==> src/hw/rtl/rba_pkg.sv <==
`default_nettype none
package rba_pkg;

  localparam int MAX_BLOCKS_DEF = 64;

  localparam logic [12:0] PAGE_BYTES   = 13'd4096;
  localparam logic [2:0]  FAIL_LIMIT   = 3'd4;
  localparam logic [2:0]  FAIL_SAT     = 3'd7;
  localparam logic [9:0]  HEADER_ALIGN = 10'd16;
  localparam logic [11:0] SIZE_CAP     = 12'd4095;
  localparam logic [12:0] BS_RESET     = 13'd4096;
  localparam logic [8:0]  HDR_RESET    = 9'd32;

  localparam logic REG_BLOCK_SIZE = 1'b0;
  localparam logic REG_HEADER     = 1'b1;

  typedef enum logic [2:0] {
    ST_EXIST = 3'd0,
    ST_NEW   = 3'd1,
    ST_ZERO  = 3'd2,
    ST_BIG   = 3'd3,
    ST_FULL  = 3'd4,
    ST_CLEAR = 3'd5
  } status_t;

  typedef enum logic [1:0] {
    K_ALLOC,
    K_ZERO,
    K_BIG,
    K_CLEAR
  } kind_t;

  typedef struct packed {
    kind_t       kind;
    logic [11:0] size;
    logic [12:0] align;
  } cmd_t;

  typedef struct packed {
    status_t     status;
    logic [5:0]  blk;
    logic [11:0] off;
  } res_t;

  typedef struct packed {
    logic [12:0] bsize;
    logic [8:0]  hdr;
  } cfg_t;

  // (x + a - 1) with the bits of (a - 1) cleared; a is never zero here
  function automatic logic [13:0] round_up(input logic [12:0] x, input logic [12:0] a);
    logic [13:0] s;
    logic [13:0] m;
    s = {1'b0, x} + {1'b0, a} - 14'd1;
    m = {1'b0, a - 13'd1};
    return s & ~m;
  endfunction

endpackage
`default_nettype wire

==> src/hw/rtl/rba_ram.sv <==
`default_nettype none
module rba_ram #(
  parameter int WIDTH = 16,
  parameter int DEPTH = 64
) (
  input  wire logic                                       clk,
  input  wire logic                                       we,
  input  wire logic [((DEPTH > 1) ? $clog2(DEPTH) : 1)-1:0] waddr,
  input  wire logic [WIDTH-1:0]                           wdata,
  input  wire logic                                       re,
  input  wire logic [((DEPTH > 1) ? $clog2(DEPTH) : 1)-1:0] raddr,
  output logic      [WIDTH-1:0]                           rdata
);
  logic [WIDTH-1:0] mem [DEPTH];

  always_ff @(posedge clk) begin
    if (we) begin
      mem[waddr] <= wdata;
    end
    if (re) begin
      rdata <= mem[raddr];
    end
  end

endmodule
`default_nettype wire

==> src/hw/rtl/rba_fifo.sv <==
`default_nettype none
module rba_fifo #(
  parameter int WIDTH = 8,
  parameter int DEPTH = 2
) (
  input  wire logic             clk,
  input  wire logic             rst,
  input  wire logic             push,
  input  wire logic [WIDTH-1:0] wdata,
  output logic                  full,
  input  wire logic             pop,
  output logic      [WIDTH-1:0] rdata,
  output logic                  empty
);
  localparam int AW = $clog2(DEPTH);

  logic [WIDTH-1:0] mem [DEPTH];
  logic [AW-1:0]    wptr;
  logic [AW-1:0]    rptr;
  logic [AW:0]      count;
  logic             do_push;
  logic             do_pop;

  assign full    = (count == (AW + 1)'(DEPTH));
  assign empty   = (count == '0);
  assign do_push = push && !full;
  assign do_pop  = pop && !empty;
  assign rdata   = mem[rptr];

  always_ff @(posedge clk) begin
    if (rst) begin
      wptr  <= '0;
      rptr  <= '0;
      count <= '0;
    end else begin
      if (do_push) begin
        wptr <= wptr + 1'b1;
      end
      if (do_pop) begin
        rptr <= rptr + 1'b1;
      end
      case ({do_push, do_pop})
        2'b10:   count <= count + 1'b1;
        2'b01:   count <= count - 1'b1;
        default: count <= count;
      endcase
    end
  end

  always_ff @(posedge clk) begin
    if (do_push) begin
      mem[wptr] <= wdata;
    end
  end

endmodule
`default_nettype wire

==> src/hw/rtl/rba_front.sv <==
`default_nettype none
module rba_front (
  input  wire logic          clk,
  input  wire logic          rst,
  input  wire logic          cfg_write,
  input  wire logic          cfg_index,
  input  wire logic [12:0]   cfg_data,
  input  wire logic          action,
  input  wire logic [15:0]   alloc_size,
  input  wire logic [12:0]   alignment,
  output rba_pkg::cmd_t      cmd,
  output rba_pkg::cfg_t      cfg
);
  logic [12:0] block_size;
  logic [8:0]  header_bytes;
  logic [12:0] bsize;
  logic [9:0]  hdr16;
  logic [12:0] room;
  logic [11:0] max_size;

  always_ff @(posedge clk) begin
    if (rst) begin
      block_size   <= rba_pkg::BS_RESET;
      header_bytes <= rba_pkg::HDR_RESET;
    end else if (cfg_write) begin
      case (cfg_index)
        rba_pkg::REG_BLOCK_SIZE: block_size   <= cfg_data;
        rba_pkg::REG_HEADER:     header_bytes <= cfg_data[8:0];
        default:                 block_size   <= block_size;
      endcase
    end
  end

  always_comb begin
    bsize    = (block_size > rba_pkg::PAGE_BYTES) ? rba_pkg::PAGE_BYTES : block_size;
    hdr16    = ({1'b0, header_bytes} + (rba_pkg::HEADER_ALIGN - 10'd1))
               & ~(rba_pkg::HEADER_ALIGN - 10'd1);
    room     = ({3'b0, hdr16} >= bsize) ? 13'd0 : bsize - {3'b0, hdr16};
    max_size = (room > {1'b0, rba_pkg::SIZE_CAP}) ? rba_pkg::SIZE_CAP : room[11:0];

    cfg.bsize = bsize;
    cfg.hdr   = header_bytes;

    cmd.size  = alloc_size[11:0];
    cmd.align = (alignment == 13'd0) ? 13'd1 : alignment;
    if (action) begin
      cmd.kind = rba_pkg::K_CLEAR;
    end else if (alloc_size == 16'd0) begin
      cmd.kind = rba_pkg::K_ZERO;
    end else if (alloc_size > {4'b0, max_size}) begin
      cmd.kind = rba_pkg::K_BIG;
    end else begin
      cmd.kind = rba_pkg::K_ALLOC;
    end
  end

endmodule
`default_nettype wire

==> src/hw/rtl/rba_back.sv <==
`default_nettype none
module rba_back #(
  parameter int MAX_BLOCKS = rba_pkg::MAX_BLOCKS_DEF
) (
  input  wire logic     clk,
  input  wire logic     rst,
  input  rba_pkg::cfg_t cfg,
  input  rba_pkg::cmd_t cmd,
  input  wire logic     cmd_empty,
  output logic          cmd_pop,
  output rba_pkg::res_t res,
  output logic          res_push,
  input  wire logic     res_full
);
  localparam int IDX_W = (MAX_BLOCKS > 1) ? $clog2(MAX_BLOCKS) : 1;
  localparam int CNT_W = $clog2(MAX_BLOCKS + 1);

  typedef enum logic [3:0] {
    S_IDLE, S_SCAN, S_CHECK, S_NEW, S_FREAD, S_FCHECK, S_OPEN, S_DONE
  } state_t;

  state_t        state;
  logic [CNT_W-1:0] b;
  logic [CNT_W-1:0] in_use;
  logic [IDX_W-1:0] cur;
  rba_pkg::cmd_t cmd_q;
  logic [12:0]   pos_q;
  rba_pkg::res_t res_q;

  logic          ram_we;
  logic [IDX_W-1:0] ram_waddr;
  logic [15:0]   ram_wdata;
  logic          ram_re;
  logic [15:0]   ram_rdata;

  logic [13:0]   pos_scan;
  logic          fits_scan;
  logic [13:0]   pos_new;
  logic          fits_new;
  logic [2:0]    fail_inc;

  rba_ram #(.WIDTH(16), .DEPTH(MAX_BLOCKS)) u_ram (
    .clk   (clk),
    .we    (ram_we),
    .waddr (ram_waddr),
    .wdata (ram_wdata),
    .re    (ram_re),
    .raddr (b[IDX_W-1:0]),
    .rdata (ram_rdata)
  );

  // word layout: free pointer in [15:3], failure count in [2:0]
  always_comb begin
    pos_scan  = rba_pkg::round_up(ram_rdata[15:3], cmd_q.align);
    fits_scan = ({1'b0, pos_scan} + {3'b0, cmd_q.size}) <= {2'b0, cfg.bsize};
    pos_new   = rba_pkg::round_up({4'b0, cfg.hdr}, cmd_q.align);
    fits_new  = ({1'b0, pos_new} + {3'b0, cmd_q.size}) <= {2'b0, cfg.bsize};
    fail_inc  = (ram_rdata[2:0] < rba_pkg::FAIL_SAT) ? ram_rdata[2:0] + 3'd1
                                                    : ram_rdata[2:0];

    ram_re    = (state == S_SCAN && b < in_use) || state == S_FREAD;
    ram_we    = 1'b0;
    ram_waddr = b[IDX_W-1:0];
    ram_wdata = {ram_rdata[15:3], fail_inc};
    case (state)
      S_CHECK: begin
        ram_we    = fits_scan;
        ram_wdata = {pos_scan[12:0] + {1'b0, cmd_q.size}, ram_rdata[2:0]};
      end
      S_FCHECK: begin
        ram_we = 1'b1;
      end
      S_OPEN: begin
        ram_we    = 1'b1;
        ram_waddr = in_use[IDX_W-1:0];
        ram_wdata = {pos_q + {1'b0, cmd_q.size}, 3'd0};
      end
      default: ram_we = 1'b0;
    endcase

    cmd_pop  = (state == S_IDLE) && !cmd_empty && !res_full;
    res_push = (state == S_DONE);
    res      = res_q;
  end

  always_ff @(posedge clk) begin
    if (rst) begin
      state  <= S_IDLE;
      in_use <= '0;
      cur    <= '0;
    end else begin
      case (state)
        S_IDLE: begin
          if (cmd_pop) begin
            cmd_q <= cmd;
            case (cmd.kind)
              rba_pkg::K_CLEAR: begin
                in_use <= '0;
                cur    <= '0;
                res_q  <= '{rba_pkg::ST_CLEAR, 6'd0, 12'd0};
                state  <= S_DONE;
              end
              rba_pkg::K_ZERO: begin
                res_q <= '{rba_pkg::ST_ZERO, 6'd0, 12'd0};
                state <= S_DONE;
              end
              rba_pkg::K_BIG: begin
                res_q <= '{rba_pkg::ST_BIG, 6'd0, 12'd0};
                state <= S_DONE;
              end
              default: begin
                b     <= CNT_W'(cur);
                state <= S_SCAN;
              end
            endcase
          end
        end
        S_SCAN: begin
          state <= (b < in_use) ? S_CHECK : S_NEW;
        end
        S_CHECK: begin
          if (fits_scan) begin
            res_q <= '{rba_pkg::ST_EXIST, 6'(b), pos_scan[11:0]};
            state <= S_DONE;
          end else begin
            b     <= b + 1'b1;
            state <= S_SCAN;
          end
        end
        S_NEW: begin
          if (in_use >= CNT_W'(MAX_BLOCKS)) begin
            res_q <= '{rba_pkg::ST_FULL, 6'd0, 12'd0};
            state <= S_DONE;
          end else if (!fits_new) begin
            res_q <= '{rba_pkg::ST_BIG, 6'd0, 12'd0};
            state <= S_DONE;
          end else begin
            pos_q <= pos_new[12:0];
            b     <= CNT_W'(cur);
            if (in_use == '0) begin
              cur <= '0;
            end
            // older blocks from the current one, newest excluded, count a failure
            state <= (({1'b0, CNT_W'(cur)} + 1'b1) < {1'b0, in_use}) ? S_FREAD : S_OPEN;
          end
        end
        S_FREAD: begin
          state <= S_FCHECK;
        end
        S_FCHECK: begin
          if (ram_rdata[2:0] > rba_pkg::FAIL_LIMIT) begin
            cur <= IDX_W'(b + 1'b1);
          end
          b     <= b + 1'b1;
          state <= (({1'b0, b} + 2'd2) < {1'b0, in_use}) ? S_FREAD : S_OPEN;
        end
        S_OPEN: begin
          in_use <= in_use + 1'b1;
          res_q  <= '{rba_pkg::ST_NEW, 6'(in_use), pos_q[11:0]};
          state  <= S_DONE;
        end
        S_DONE: begin
          state <= S_IDLE;
        end
        default: state <= S_IDLE;
      endcase
    end
  end

  a_in_use_bound: assert property (@(posedge clk) disable iff (rst)
    in_use <= CNT_W'(MAX_BLOCKS))
    else $error("blocks in use beyond pool");

  a_cur_below_use: assert property (@(posedge clk) disable iff (rst)
    in_use != '0 |-> CNT_W'(cur) < in_use)
    else $error("current block beyond opened blocks");

  a_res_room: assert property (@(posedge clk) disable iff (rst)
    res_push |-> !res_full)
    else $error("result pushed into full queue");

  a_pop_starts: assert property (@(posedge clk) disable iff (rst)
    cmd_pop |=> state != S_IDLE)
    else $error("request taken but not started");

endmodule
`default_nettype wire

==> src/hw/rtl/region_block_allocator.sv <==
// Clear, zero-size and too-large requests pass only the back-end IDLE and DONE states.
// An allocate walks from the current block, a SCAN and a CHECK state per block read;
// opening a new block adds an FREAD and an FCHECK state per older block passed.
// The back-end sequencer takes one request at a time, bounded by the RAM walk.
// Reset (rst, synchronous): pool empty, current block 0, queues empty,
// block_size 4096 and header_bytes 32.
`default_nettype none
module region_block_allocator #(
  parameter int MAX_BLOCKS = rba_pkg::MAX_BLOCKS_DEF
) (
  input  wire logic        clk,
  input  wire logic        rst,
  input  wire logic        push,
  output logic             full,
  input  wire logic        action,
  input  wire logic [15:0] alloc_size,
  input  wire logic [12:0] alignment,
  output logic             empty,
  input  wire logic        pop,
  output logic [2:0]       status,
  output logic [5:0]       block_index,
  output logic [11:0]      byte_offset,
  input  wire logic        cfg_write,
  input  wire logic        cfg_index,
  input  wire logic [12:0] cfg_data
);
  localparam int CMD_W = $bits(rba_pkg::cmd_t);
  localparam int RES_W = $bits(rba_pkg::res_t);

  rba_pkg::cmd_t cmd_in;
  rba_pkg::cmd_t cmd_out;
  rba_pkg::cfg_t cfg;
  rba_pkg::res_t res_in;
  rba_pkg::res_t res_out;
  logic          cmd_empty;
  logic          cmd_pop;
  logic          res_push;
  logic          res_full;

  rba_front u_front (
    .clk        (clk),
    .rst        (rst),
    .cfg_write  (cfg_write),
    .cfg_index  (cfg_index),
    .cfg_data   (cfg_data),
    .action     (action),
    .alloc_size (alloc_size),
    .alignment  (alignment),
    .cmd        (cmd_in),
    .cfg        (cfg)
  );

  rba_fifo #(.WIDTH(CMD_W), .DEPTH(2)) u_cmdq (
    .clk   (clk),
    .rst   (rst),
    .push  (push),
    .wdata (cmd_in),
    .full  (full),
    .pop   (cmd_pop),
    .rdata (cmd_out),
    .empty (cmd_empty)
  );

  rba_back #(.MAX_BLOCKS(MAX_BLOCKS)) u_back (
    .clk       (clk),
    .rst       (rst),
    .cfg       (cfg),
    .cmd       (cmd_out),
    .cmd_empty (cmd_empty),
    .cmd_pop   (cmd_pop),
    .res       (res_in),
    .res_push  (res_push),
    .res_full  (res_full)
  );

  rba_fifo #(.WIDTH(RES_W), .DEPTH(2)) u_resq (
    .clk   (clk),
    .rst   (rst),
    .push  (res_push),
    .wdata (res_in),
    .full  (res_full),
    .pop   (pop),
    .rdata (res_out),
    .empty (empty)
  );

  assign status      = res_out.status;
  assign block_index = res_out.blk;
  assign byte_offset = res_out.off;

endmodule
`default_nettype wire
==> config.mk <==
export PLATFORM = sky130hd
export DESIGN_NAME = region_block_allocator
export DESIGN_NICKNAME = d
export VERILOG_FILES = /design/src/hw/rtl/rba_pkg.sv /design/src/hw/rtl/rba_ram.sv /design/src/hw/rtl/rba_fifo.sv /design/src/hw/rtl/rba_front.sv /design/src/hw/rtl/rba_back.sv /design/src/hw/rtl/region_block_allocator.sv
export SDC_FILE = /design/constraint.sdc
export NUM_CORES = 2
export LEC_CHECK = 0
export BUFFER_PORTS_ARGS = -buffer_cell sky130_fd_sc_hd__buf_2
export CORE_ASPECT_RATIO = 0.9
export CORE_MARGIN = 2
export CORE_UTILIZATION = 45
export CTS_CLUSTER_DIAMETER = 150
export CTS_CLUSTER_SIZE = 16
export DETAILED_ROUTE_END_ITERATION = 10
export PLACE_DENSITY = 0.59
export SLEW_MARGIN = 20
export SYNTH_ARGS = -nofsm -noshare
export SYNTH_HDL_FRONTEND = slang
export SYNTH_SLANG_ARGS = --single-unit
==> constraint.sdc <==
create_clock -name clk -period 7.9 [get_ports clk]
set_input_delay 0.79 -clock clk [delete_from_list [all_inputs] [get_ports clk]]
set_output_delay 0.79 -clock clk [all_outputs]
set_load 0.02 [all_outputs]
==> key figures <==
Die
  • Die H: 333 um
  • I/O pins: 72
  • Core area: 119,000 um^2
  • Die area: 123,000 um^2
  • Starting Density: 0.455
  • Chip width: 370 um
  • # rows: 120

Detailed routing
  • Final WL: 140,000 um
  • Routed via count: 30,100
  • Drt pass-1 iters: 5
  • WL/cell: 27.9 um
  • DR vias/cell: 5.97
  • Drt drc: 0
  • First-iteration detailed-routing DRC count: 3,391
  • Final ANT Viol Nets: 0

STA
  • Hold Vio Cnt, Final: 0
  • Worst Tran Pin Value: 1.16 ns
  • Worst Skew: 0.0381 ns
  • RSZ-0062 raised after global routing: false
  • Setup violations, final: 0
  • Fmax: 141 MHz
  • Final critical-path required period: 7.11 ns
  • Worst slew margin: 0.225
  • Setup tns final: 0 ns
  • Final Slew Violations: 0
  • Period Utilization, post-route: 0.900

Worst setup path
  • Setup crit end kind: flip-flop
  • Setup CP Type: flip-flop to flip-flop
  • Startpoint type of the worst setup path: flip-flop
  • Worst-path fanout max: 17
  • R2R Path Start: u_back.cmd_q[1]
  • Worst R2R Setup Slack: 0.79 ns
  • Slowest CP cell: fa_1
  • Max stage delay on crit path: 0.45 ns
  • Crit Reg-Reg Endpoint: u_back.u_ram.mem[41][5]
  • Cell depth of the worst flop-to-flop path: 28
  • Worst EP required: 8.29 ns
  • Worst Path Arrival: 7.50 ns

CTS
  • Resized cells post-CTS: 0
  • Num CTS Buffers: 88
  • Clk root buf: clkbuf_16
  • Maximum clock path buffer count: 3
  • Postcts setup bufs: 0
  • CTS H-tree lvls: 3
  • Clk Latency, worst-skew pair: 0.73 ns
  • Num Clock Sinks: 1,250
  • Hold Buf Count CTS: 0
  • Worst-path clk slew: 0.08 ns
  • CTS tree: built

Logic synthesis
  • Post-synth EDFFs: 1,202
  • Area contributors post-synth: edfxtp_1, mux4_2, ha_1, mux2i_1, dfxtp_1
  • Count leader, synth: edfxtp_1
  • Synth Flop Type: edfxtp_1
  • Synth top cells by count: edfxtp_1, mux4_2, mux2i_1, o21ai_0, nand2_1
  • Synth top area share: 0.665
  • Post-synth cell types: 79
  • Mapped cell area: 54,200 um^2
  • Sequential area share after synthesis: 0.683
  • Post-Syn Instances: 3,293
  • Synthesized area per cell: 16.5 um^2
  • Dominant cell type by area after synthesis: edfxtp_1
  • Asr flop ratio synth: 0
  • Synth warn: 0
  • Net count after synthesis: 3,505
  • Yosys reg bits: 1,250

Flow run
  • Maxcap violations: 0

GRT
  • Vias in the first global route: 29,900
  • GRT met3 Usage: 0.0378
  • Pin count of the biggest net entering global routing: 114
  • GRT met2 Usage: 0.355
  • Gr ovfl total: 0
  • Met1 usage: 0.335
  • Antenna violations before repair: 3
  • First-pass GRT wire length: 205,000 um
  • Total GRT Usage: 0.227
  • Gr busiest metal: met2

Placed design
  • Number of port buffers: 71
  • Dpl hpwl: 90,900 um
  • RePlAce Congestion: 0.890

Pwr
  • Sw Share: 0.369
  • Psw: 7.83 mW
  • P_int: 13.4 mW
  • Pwr/cell area: 355 nW/um^2
  • Seq pwr share: 0.428
  • Leakage: 20.0 nW
  • Comb pwr share: 0.374
  • Clk pwr share: 0.198
  • VDD IR-drop max: 326 uV
  • Overall power: 21.2 mW

Min path
  • HP Class: input port to flip-flop
  • Hold depth: 1
  • HP Start: alignment[2]
  • Hold EP: u_cmdq.mem[1][2]

Outcome
  • Run status: finished clean

Cells and area
  • Core Util, Final: 0.502
  • Layout area overhead: 10.4%
  • Nets@finish: 3,631
  • Share of cells above drive strength 1: 0.194
-- area by class of cell --
type / count / area (um^2)
clock inverter: 6 / 104
multi-input combinational: 1745 / 16500
sequential: 1250 / 37100
antenna: 1 / 2.50
fill: 9770 / 59300
tap: 1586 / 1980
inverter: 129 / 487
clock buffer: 108 / 2280
timing repair buffer: 205 / 1500
-- cell families after synthesis --
| logic type | count (synthesis) | synth area share |
|---|---|---|
| muxes | 444 | 0.130 |
| buffers and inverters | 298 | 0.0221 |
| AOI/OAI and AO/OA | 582 | 0.0709 |
| xor gates and xnor gates | 84 | 0.0138 |
| and+or+nand+nor | 472 | 0.0419 |
| DFF | 1250 | 0.683 |
| adders and majority gates | 163 | 0.0384 |
-- sequential cells by signal (all words and copies together) (netlist names), named ones only --
signal                count
u_back.b                  7
u_back.cmd_q             25
u_back.cur                6
u_back.in_use             7
u_back.pos_q             13
u_back.res               21
u_back.state              3
u_back.u_ram.mem       1024
u_back.u_ram.rdata       16
u_cmdq.count              2
u_cmdq.mem               54
u_cmdq.rptr               1
u_cmdq.wptr               1
u_front.block_size       13
u_front.header_bytes      9
u_resq.count              2
u_resq.mem               42
u_resq.rptr               1
u_resq.wptr               1
-- power groups by stage --
stage | combinational (mW) | sequential (mW) | clock [mW]
5_1_grt | 8.51 | 9.12 | 4.53
3_5_place_dp | 7.85 | 9.24 | 0
2_1_floorplan | 4.58 | 9.35 | 0
3_3_place_gp | 7.60 | 9.23 | 0
6_report | 7.94 | 9.10 | 4.20
4_1_cts | 7.87 | 9.10 | 4.31
-- worst max path at each step --
stage,from,end,slack [ns],cells past startpoint
after floorplan,u_back.cmd_q[1],u_back.u_ram.mem[32][0],1.19,28
after global placement,u_back.cmd_q[1],u_back.u_ram.mem[40][8],0.93,28
after detailed placement,u_back.cmd_q[1],u_back.u_ram.mem[56][12],0.91,28
after CTS,u_back.cmd_q[1],u_back.u_ram.mem[41][5],0.83,29
after global routing,u_back.cmd_q[1],u_back.u_ram.mem[57][5],0.24,27
final,u_back.cmd_q[1],u_back.u_ram.mem[41][5],0.79,28
-- placed cells by master, fill, tap and decap left out, types with 53 or more instances in the layout --
cell type / netlist / final
nor2_1: 104 / 103
clkbuf_16: 0 / 88
buf_4: 0 / 126
o21ai_0: 168 / 155
edfxtp_1: 1202 / 1202
nand2_1: 164 / 161
ha_1: 157 / 157
xnor2_1: 53 / 53
mux2i_1: 191 / 191
buf_2: 29 / 71
inv_1: 127 / 126
mux4_2: 202 / 202
a211oi_2: 21 / 64
a21oi_1: 128 / 128
-- routing by layer --
metal,vias up,routed length (um)
met1,15500,61700
met4,2,3440
met5,-,7
met3,192,10400
li1,13200,-
met2,1175,64800
-- critical path: cells and delay by family, from the launching register on --
kind            cells  cell delay (ns)
xor+xnor            1             0.19
flops               1             0.42
simple gates        4             0.85
buf+inv             5             0.97
compound gates     13             2.78
fa+ha+maj           5             1.51
-- per-stage QoR --
stage               hold WS, ns  std cells  instance area [um^2]  setup slack (ns)
CTS                       0.221       5027                 59800             0.830
global placement          0.430       4910                 57400             0.926
finish                    0.279       5030                 59900             0.789
global route              0.246       5029                 59900             0.237
detailed placement        0.430       4913                 57400             0.909
floorplan                 0.421       3293                 54200              1.19
Power figures use the tool's default switching activity.
